--- src/hw/rtl/y86_pkg.sv ---
`default_nettype none
package y86_pkg;

  localparam int DEF_MEM_BYTES = 8192;

  localparam logic [1:0] ST_AOK = 2'd0;
  localparam logic [1:0] ST_HLT = 2'd1;
  localparam logic [1:0] ST_ADR = 2'd2;
  localparam logic [1:0] ST_INS = 2'd3;

  localparam logic [1:0] ACT_LOAD  = 2'd0;
  localparam logic [1:0] ACT_EXEC  = 2'd1;
  localparam logic [1:0] ACT_RDREG = 2'd2;
  localparam logic [1:0] ACT_RDMEM = 2'd3;

  localparam logic [3:0] I_HALT  = 4'h0;
  localparam logic [3:0] I_NOP   = 4'h1;
  localparam logic [3:0] I_CMOV  = 4'h2;
  localparam logic [3:0] I_IRMOV = 4'h3;
  localparam logic [3:0] I_RMMOV = 4'h4;
  localparam logic [3:0] I_MRMOV = 4'h5;
  localparam logic [3:0] I_ALU   = 4'h6;
  localparam logic [3:0] I_JXX   = 4'h7;
  localparam logic [3:0] I_CALL  = 4'h8;
  localparam logic [3:0] I_RET   = 4'h9;
  localparam logic [3:0] I_PUSH  = 4'hA;
  localparam logic [3:0] I_POP   = 4'hB;

  localparam logic [3:0] ALU_ADD = 4'h0;
  localparam logic [3:0] ALU_SUB = 4'h1;
  localparam logic [3:0] ALU_AND = 4'h2;
  localparam logic [3:0] ALU_XOR = 4'h3;

  localparam logic [3:0] C_ALWAYS = 4'h0;
  localparam logic [3:0] C_LE     = 4'h1;
  localparam logic [3:0] C_LT     = 4'h2;
  localparam logic [3:0] C_EQ     = 4'h3;
  localparam logic [3:0] C_NE     = 4'h4;
  localparam logic [3:0] C_GE     = 4'h5;
  localparam logic [3:0] C_GT     = 4'h6;

  localparam logic [3:0] RSP_ID = 4'h4;
  localparam logic [3:0] R_NONE = 4'hF;
  localparam logic [3:0] WORD_BYTES = 4'd8;

  typedef enum logic [4:0] {
    OP_NONE, OP_ACCEPT, OP_CLEAR, OP_LOAD, OP_RDREG, OP_MEMRD, OP_MEMCAP,
    OP_FETCH0, OP_CAP0, OP_FETCH1, OP_CAP1, OP_WORD_NP, OP_IMM_DONE,
    OP_RDA, OP_RDB, OP_EXE, OP_WORD_ADDR, OP_WR_BYTE, OP_WR_RSP,
    OP_WR_DST, OP_SET_PC, OP_SET_ST
  } dp_op_t;

  typedef struct packed {
    dp_op_t     op;
    logic [1:0] st;
    logic [3:0] cnt;
  } dp_cmd_t;

  typedef struct packed {
    logic       run_ok;
    logic [3:0] icode;
    logic       pc_bad;
    logic       np_bad;
    logic       imm_bad;
    logic       addr_bad;
    logic       ra_none;
  } dp_stat_t;

endpackage
`default_nettype wire

--- src/hw/rtl/y86_ctrl.sv ---
`default_nettype none
module y86_ctrl #(
  parameter int MEM_BYTES = y86_pkg::DEF_MEM_BYTES
) (
  input  wire logic                         clk,
  input  wire logic                         rst,
  input  wire logic                         in_valid,
  output logic                              in_ready,
  input  wire logic [1:0]                   action,
  output logic                              out_valid,
  input  wire logic                         out_ready,
  input  wire y86_pkg::dp_stat_t            stat,
  output y86_pkg::dp_cmd_t                  cmd,
  output logic [$clog2(MEM_BYTES)-1:0]      clr_addr
);
  import y86_pkg::*;

  localparam int AW = $clog2(MEM_BYTES);

  typedef enum logic [24:0] {
    S_CLEAR   = 25'd1 << 0,
    S_IDLE    = 25'd1 << 1,
    S_LOAD    = 25'd1 << 2,
    S_RDREG   = 25'd1 << 3,
    S_MEMRD   = 25'd1 << 4,
    S_MEMCAP  = 25'd1 << 5,
    S_F0      = 25'd1 << 6,
    S_F0CAP   = 25'd1 << 7,
    S_DEC     = 25'd1 << 8,
    S_F1      = 25'd1 << 9,
    S_F1CAP   = 25'd1 << 10,
    S_IMMCHK  = 25'd1 << 11,
    S_IMM     = 25'd1 << 12,
    S_IMMDONE = 25'd1 << 13,
    S_RDA     = 25'd1 << 14,
    S_RDB     = 25'd1 << 15,
    S_EXE     = 25'd1 << 16,
    S_CHK     = 25'd1 << 17,
    S_DRD     = 25'd1 << 18,
    S_WRSP    = 25'd1 << 19,
    S_WCHK    = 25'd1 << 20,
    S_DWR     = 25'd1 << 21,
    S_DST     = 25'd1 << 22,
    S_PC      = 25'd1 << 23,
    S_RESP    = 25'd1 << 24
  } state_t;

  state_t        state, state_next;
  logic [3:0]    cnt, cnt_next;
  logic [AW-1:0] clr, clr_next;
  logic          need_regs, need_imm;

  always_ff @(posedge clk) begin
    if (rst) begin
      state <= S_CLEAR;
      cnt <= 4'd0;
      clr <= '0;
    end else begin
      state <= state_next;
      cnt <= cnt_next;
      clr <= clr_next;
    end
  end

  assign need_regs = ((stat.icode >= I_CMOV) && (stat.icode <= I_ALU))
                     || (stat.icode == I_PUSH) || (stat.icode == I_POP);
  assign need_imm = ((stat.icode >= I_IRMOV) && (stat.icode <= I_MRMOV))
                    || (stat.icode == I_JXX) || (stat.icode == I_CALL);

  always_comb begin
    state_next = state;
    cnt_next = 4'd0;
    clr_next = clr;
    cmd.op = OP_NONE;
    cmd.st = ST_AOK;
    cmd.cnt = cnt;
    case (state)
      S_CLEAR: begin
        cmd.op = OP_CLEAR;
        clr_next = clr + AW'(1);
        if (clr == AW'(MEM_BYTES - 1)) begin
          state_next = S_IDLE;
        end
      end
      S_IDLE: begin
        if (in_valid) begin
          cmd.op = OP_ACCEPT;
          case (action)
            ACT_LOAD:  state_next = S_LOAD;
            ACT_EXEC:  state_next = S_F0;
            ACT_RDREG: state_next = S_RDREG;
            default:   state_next = S_MEMRD;
          endcase
        end
      end
      S_LOAD: begin
        cmd.op = OP_LOAD;
        state_next = S_RESP;
      end
      S_RDREG: begin
        cmd.op = OP_RDREG;
        state_next = S_RESP;
      end
      S_MEMRD: begin
        cmd.op = OP_MEMRD;
        state_next = S_MEMCAP;
      end
      S_MEMCAP: begin
        cmd.op = OP_MEMCAP;
        state_next = S_RESP;
      end
      S_F0: begin
        state_next = S_RESP;
        if (stat.run_ok) begin
          if (stat.pc_bad) begin
            cmd.op = OP_SET_ST;
            cmd.st = ST_ADR;
          end else begin
            cmd.op = OP_FETCH0;
            state_next = S_F0CAP;
          end
        end
      end
      S_F0CAP: begin
        cmd.op = OP_CAP0;
        state_next = S_DEC;
      end
      S_DEC: begin
        if (stat.icode > I_POP) begin
          cmd.op = OP_SET_ST;
          cmd.st = ST_INS;
          state_next = S_RESP;
        end else if (need_regs) begin
          state_next = S_F1;
        end else if (need_imm) begin
          state_next = S_IMMCHK;
        end else begin
          state_next = S_RDA;
        end
      end
      S_F1: begin
        if (stat.np_bad) begin
          cmd.op = OP_SET_ST;
          cmd.st = ST_ADR;
          state_next = S_RESP;
        end else begin
          cmd.op = OP_FETCH1;
          state_next = S_F1CAP;
        end
      end
      S_F1CAP: begin
        cmd.op = OP_CAP1;
        state_next = need_imm ? S_IMMCHK : S_RDA;
      end
      S_IMMCHK: begin
        if (stat.imm_bad) begin
          cmd.op = OP_SET_ST;
          cmd.st = ST_ADR;
          state_next = S_RESP;
        end else begin
          state_next = S_IMM;
        end
      end
      S_IMM: begin
        cmd.op = OP_WORD_NP;
        cnt_next = cnt + 4'd1;
        if (cnt == WORD_BYTES) begin
          cnt_next = 4'd0;
          state_next = S_IMMDONE;
        end
      end
      S_IMMDONE: begin
        cmd.op = OP_IMM_DONE;
        state_next = S_RDA;
      end
      S_RDA: begin
        cmd.op = OP_RDA;
        state_next = S_RDB;
      end
      S_RDB: begin
        cmd.op = OP_RDB;
        state_next = S_EXE;
      end
      S_EXE: begin
        cmd.op = OP_EXE;
        state_next = S_CHK;
      end
      S_CHK: begin
        case (stat.icode)
          I_HALT: begin
            cmd.op = OP_SET_ST;
            cmd.st = ST_HLT;
            state_next = S_RESP;
          end
          I_NOP, I_CMOV, I_IRMOV, I_ALU: state_next = S_DST;
          I_JXX: state_next = S_PC;
          I_RMMOV, I_MRMOV, I_RET: begin
            if (stat.addr_bad) begin
              cmd.op = OP_SET_ST;
              cmd.st = ST_ADR;
              state_next = S_RESP;
            end else begin
              state_next = (stat.icode == I_RMMOV) ? S_DWR : S_DRD;
            end
          end
          I_CALL, I_PUSH: state_next = S_WRSP;
          I_POP: begin
            if (stat.addr_bad || stat.ra_none) begin
              cmd.op = OP_SET_ST;
              cmd.st = ST_INS;
              state_next = S_RESP;
            end else begin
              state_next = S_DRD;
            end
          end
          default: state_next = S_RESP;
        endcase
      end
      S_DRD: begin
        cmd.op = OP_WORD_ADDR;
        cnt_next = cnt + 4'd1;
        if (cnt == WORD_BYTES) begin
          cnt_next = 4'd0;
          state_next = (stat.icode == I_MRMOV) ? S_DST : S_WRSP;
        end
      end
      S_WRSP: begin
        cmd.op = OP_WR_RSP;
        case (stat.icode)
          I_CALL, I_PUSH: state_next = S_WCHK;
          I_POP:          state_next = S_DST;
          default:        state_next = S_PC;
        endcase
      end
      S_WCHK: begin
        if (stat.addr_bad) begin
          cmd.op = OP_SET_ST;
          cmd.st = ST_ADR;
          state_next = S_RESP;
        end else begin
          state_next = S_DWR;
        end
      end
      S_DWR: begin
        cmd.op = OP_WR_BYTE;
        cnt_next = cnt + 4'd1;
        if (cnt == WORD_BYTES - 4'd1) begin
          cnt_next = 4'd0;
          state_next = S_PC;
        end
      end
      S_DST: begin
        cmd.op = OP_WR_DST;
        state_next = S_PC;
      end
      S_PC: begin
        cmd.op = OP_SET_PC;
        state_next = S_RESP;
      end
      S_RESP: begin
        if (out_ready) begin
          state_next = S_IDLE;
        end
      end
      default: state_next = S_IDLE;
    endcase
  end

  assign in_ready = state == S_IDLE;
  assign out_valid = state == S_RESP;
  assign clr_addr = clr;

endmodule
`default_nettype wire

--- config.mk ---
export PLATFORM = sky130hd
export DESIGN_NAME = y86_ctrl
export DESIGN_NICKNAME = d
export VERILOG_FILES = /design/src/hw/rtl/y86_pkg.sv /design/src/hw/rtl/y86_ctrl.sv
export SDC_FILE = /design/constraint.sdc
export NUM_CORES = 1
export LEC_CHECK = 0
export BUFFER_PORTS_ARGS = -buffer_cell sky130_fd_sc_hd__buf_2
export CORE_UTILIZATION = 40
export DETAILED_ROUTE_END_ITERATION = 8
export SLEW_MARGIN = 30
export SYNTH_ARGS = -nofsm -noshare
export SYNTH_HDL_FRONTEND = slang
export SYNTH_SLANG_ARGS = --single-unit
--- constraint.sdc ---
create_clock -name clk -period 3.4 [get_ports clk]
set_input_delay 0.17 -clock clk [delete_from_list [all_inputs] [get_ports clk]]
set_output_delay 0.17 -clock clk [all_outputs]
set_load 0.02 [all_outputs]
==> results.sh <==
export IMPL_status="finished clean"
export IMPL_endpoint_arrival_time_on_the_critical_path_ns=3.08
export IMPL_final_nets=429
export IMPL_netSwitchingPower_w=0.000368
export IMPL_die_y_um=88.6
export IMPL_most_frequently_used_cell_type_in_the_post_synthesis_netlist="sky130_fd_sc_hd__dfxtp_1"
export IMPL_internal_power_of_the_cells_w=0.000738
export IMPL_first_global_vias=2852
export IMPL_number_of_design_rule_violations_left_after_detail_routing=0
export IMPL_pwr_share_comb_pct=19.9
export IMPL_post_route_wl_mm=10.0
export IMPL_post_cts_setup_buffer_count=0
export IMPL_seq_area_frac_synth_pct=28.0
export IMPL_placedCellCount=502
export IMPL_cp_buf_inv_count=1
export IMPL_design_portCount=42
export IMPL_post_drt_wl_per_cell_um=19.6
export IMPL_fraction_of_post_synthesis_cell_area_in_the_top_cell_type_by_area_pct=28.0
export IMPL_power_density_nw_per_um2=323
export IMPL_instances_no_fill=510
export IMPL_cpMostUsedCell="sky130_fd_sc_hd__nand2_1"
export IMPL_setup_viol=0
export IMPL_final_period_minus_worst_setup_slack_ns=3.25
export IMPL_synth_yosys_warnings=0
export IMPL_clock_transition_at_the_register_clock_pins_on_the_worst_setup_and_hold_paths_after_cts_ns=0.09
export IMPL_worst_path_dominant_cell_family="simple AND/OR/NAND/NOR gates"
export IMPL_cts_tree="yes"
export IMPL_timing_final_hold_violations=0
export IMPL_synth_net_count=389
export IMPL_chain_of_cells_forming_the_critical_path="nor4_4 -> nand2_1 -> nor4_2 -> nand2_1 -> nand4_1 -> nand4b_1 -> buf_2"
export IMPL_ys_dominant_reg_cell="sky130_fd_sc_hd__dfxtp_1"
export IMPL_vias=3200
export IMPL_seq_power_share_pct=47.7
export IMPL_dieArea_um2=7850
export IMPL_initial_core_util_pct=41.4
export IMPL_synth_edf_count=0
export IMPL_clock_latency_late_sink_ns=0.30
export IMPL_hold_buffers=0
export IMPL_endpoint_kind="primary output"
export IMPL_grt_overflow_total=0
export IMPL_ys_async_sr_fraction_pct=0
export IMPL_synth_cell_type_count=64
export IMPL_netSwitchingFraction_pct=33.3
export IMPL_rsz0062_at_grt="false"
export IMPL_placement_rows=31
export IMPL_post_drt_via_cell_ratio=6.27
export IMPL_timing_final_crit_share_pct=95.5
export IMPL_critical_path_class="flop to primary output"
export IMPL_tightest_slew_ns=0.789
export IMPL_synth_top_cells_by_area="sky130_fd_sc_hd__dfxtp_1 (28%), sky130_fd_sc_hd__nor2_1 (4.9%), sky130_fd_sc_hd__nor3_1 (3.8%)"
export IMPL_n_antenna_cell=0
export IMPL_worst_path_largest_cell_delay_ns=0.72
export IMPL_postSynthCellCount=370
export IMPL_relSlewSlack_pct=46.9
export IMPL_final_fill_count=741
export IMPL_start_kind="flop"
export IMPL_clockBufferDepth=2
export IMPL_post_dp_hpwl_mm=7.70
export IMPL_leakage_power_nw=1.33
export IMPL_postRouteAntennaNets=0
export IMPL_drt_iter0_drc=273
export IMPL_grt_max_degree=33
export IMPL_cts_buffers=5
export IMPL_postSynthRegisterBits=42
export IMPL_hp_class="input pin to flop"
export IMPL_critPathMaxFanout=18
export IMPL_number_of_antenna_violations_at_the_first_check_in_global_routing=0
export IMPL_gr_usage_all_layers_pct=26.9
export IMPL_grt_first_pass_wirelength_mm=15.8
export IMPL_slew_violations=0
export IMPL_worst_ep_required_time_ns=3.23
export IMPL_power_frac_clock_pct=32.5
export IMPL_number_of_detailed_routing_iterations_run_before_antenna_repair=5
export IMPL_cts_root_buffer="sky130_fd_sc_hd__clkbuf_8"
export IMPL_synth_area_per_inst_um2=8.11
export IMPL_max_clock_freq_mhz=308
export IMPL_synth_top_cell_by_area="sky130_fd_sc_hd__dfxtp_1"
export IMPL_timing_max_cap_violations=0
export IMPL_port_buffers=41
export IMPL_gp_congestion=1.06
export IMPL_h_tree_lvl_count=2
export IMPL_synthTopCellsByCount="sky130_fd_sc_hd__dfxtp_1 (42), sky130_fd_sc_hd__nor2_1 (39), sky130_fd_sc_hd__nand2_1 (30)"
export IMPL_finalSetupTns_ns=0
export IMPL_irDropWorstVdd_v=0.000277
export IMPL_fin_skew_ns=0.00700
export IMPL_cpMaxStageDelayCell="sky130_fd_sc_hd__nor4_2"
export IMPL_core_area_um2=7250
export IMPL_tritoncts_num_sinks=42
export IMPL_die_width_um=88.6
export IMPL_area_overhead_of_the_layout_relative_to_synthesis_pct=14.0
export IMPL_final_layout_size_suffix_gt1_share_pct=20.0
export IMPL_synth_cell_area_um2=3000
==> sequential cells by signal, indices dropped and copies added (netlist names) <==
signal / count
state: 25
clr_addr: 13
cnt: 4
==> final timing paths <==
kind | endpoint | start | slack (ns) | cells after the start
worst min register to register | clr_addr[5]$_SDFFE_PP0P_ | clr_addr[5]$_SDFFE_PP0P_ | 0.48 | 2
worst min-delay path | state[7]$_SDFFE_PP0P_ | stat[4] | 0.06 | 2
worst max-delay path | cmd[8] | state[8]$_SDFFE_PP0P_ | 0.15 | 7
worst max register to register | state[19]$_SDFFE_PP0P_ | state[4]$_SDFFE_PP0P_ | 0.53 | 6
==> through the flow <==
step | cell area, um^2 | util, % | hold slack (ns) | setup slack (ns) | total power (W)
final | 3420 | 47.2 | 0.0614 | 0.153 | 0.00111
after global routing | 3420 | 47.2 | 0.0644 | 0.0547 | 0.00115
after CTS | 3410 | 47.1 | 0.0566 | 0.0331 | 0.00111
after detailed placement | 3320 | 45.7 | 0.380 | 0.385 | 0.000754
after global placement | 3320 | 45.7 | 0.385 | 0.358 | 0.000756
after floorplan | 3000 | - | 0.247 | 1.03 | 0.000678
==> layer usage <==
layer	vias to the layer above	wire [um]	track usage, %
met5	-	0	0
met4	0	555	12.6
met3	43	757	4.01
met2	172	4360	41.0
met1	1495	4330	37.3
li1	1490	-	-
==> worst reg2reg max path: cells and delay by family (launching register included) <==
family / cells / cell delay (ns)
AO/OA/AOI/OAI: 2 / 0.41
flip-flops: 1 / 0.37
AND/OR/NAND/NOR: 4 / 2.00
==> logic make-up after synthesis <==
logic type,share of synthesized area (%)
AOI/OAI and AO/OA,15.0
DFF,28.0
adders and majority gates,1.25
muxes,0.334
xor gates and xnor gates,5.55
buffers and inverters,3.92
and+or+nand+nor,46.0
==> what timing repair did <==
action,CTS,global route
gates resized for setup,0,1
endpoints found under the setup margin,0,5
endpoints found under the hold margin,0,0
==> power groups by stage <==
stage / sequential [W] / combinational (W) / clock [W]
after floorplan: 0.000548 / 0.000131 / 0
after global placement: 0.000537 / 0.000219 / 0
after detailed placement: 0.000538 / 0.000216 / 0
after CTS: 0.000526 / 0.000217 / 0.000365
after global routing: 0.000531 / 0.000240 / 0.000384
final: 0.000527 / 0.000220 / 0.000359
==> layout by cell type (no fill, tap or decap), drive strengths merged, types with 6 or more instances in the layout <==
master  netlist  layout
a21oi        10      10
and3          7       7
buf           9      50
dfxtp        42      42
inv          10      12
nand2        30      30
nand2b       10      10
nand3        15      15
nand4        14      14
nand4b        6       6
nor2         39      39
nor3         29      29
nor4         21      21
nor4b         6       6
o21ai         8       8
or3          10      10
or4           7       7
xnor2         9       9
xor2         10      10
==> cell type report <==
cell class / instances / area (um^2) / share of cell area (%)
Multi-Input combinational cell: 301 / 2050 / 59.9
Sequential cell: 42 / 841 / 24.6
Timing Repair Buffer: 50 / 273 / 7.97
Tap cell: 99 / 124 / 3.62
Clock buffer: 5 / 68.8 / 2.01
Inverter: 10 / 37.5 / 1.10
Clock inverter: 3 / 28.8 / 0.841
Power figures use the tool's default switching activity.
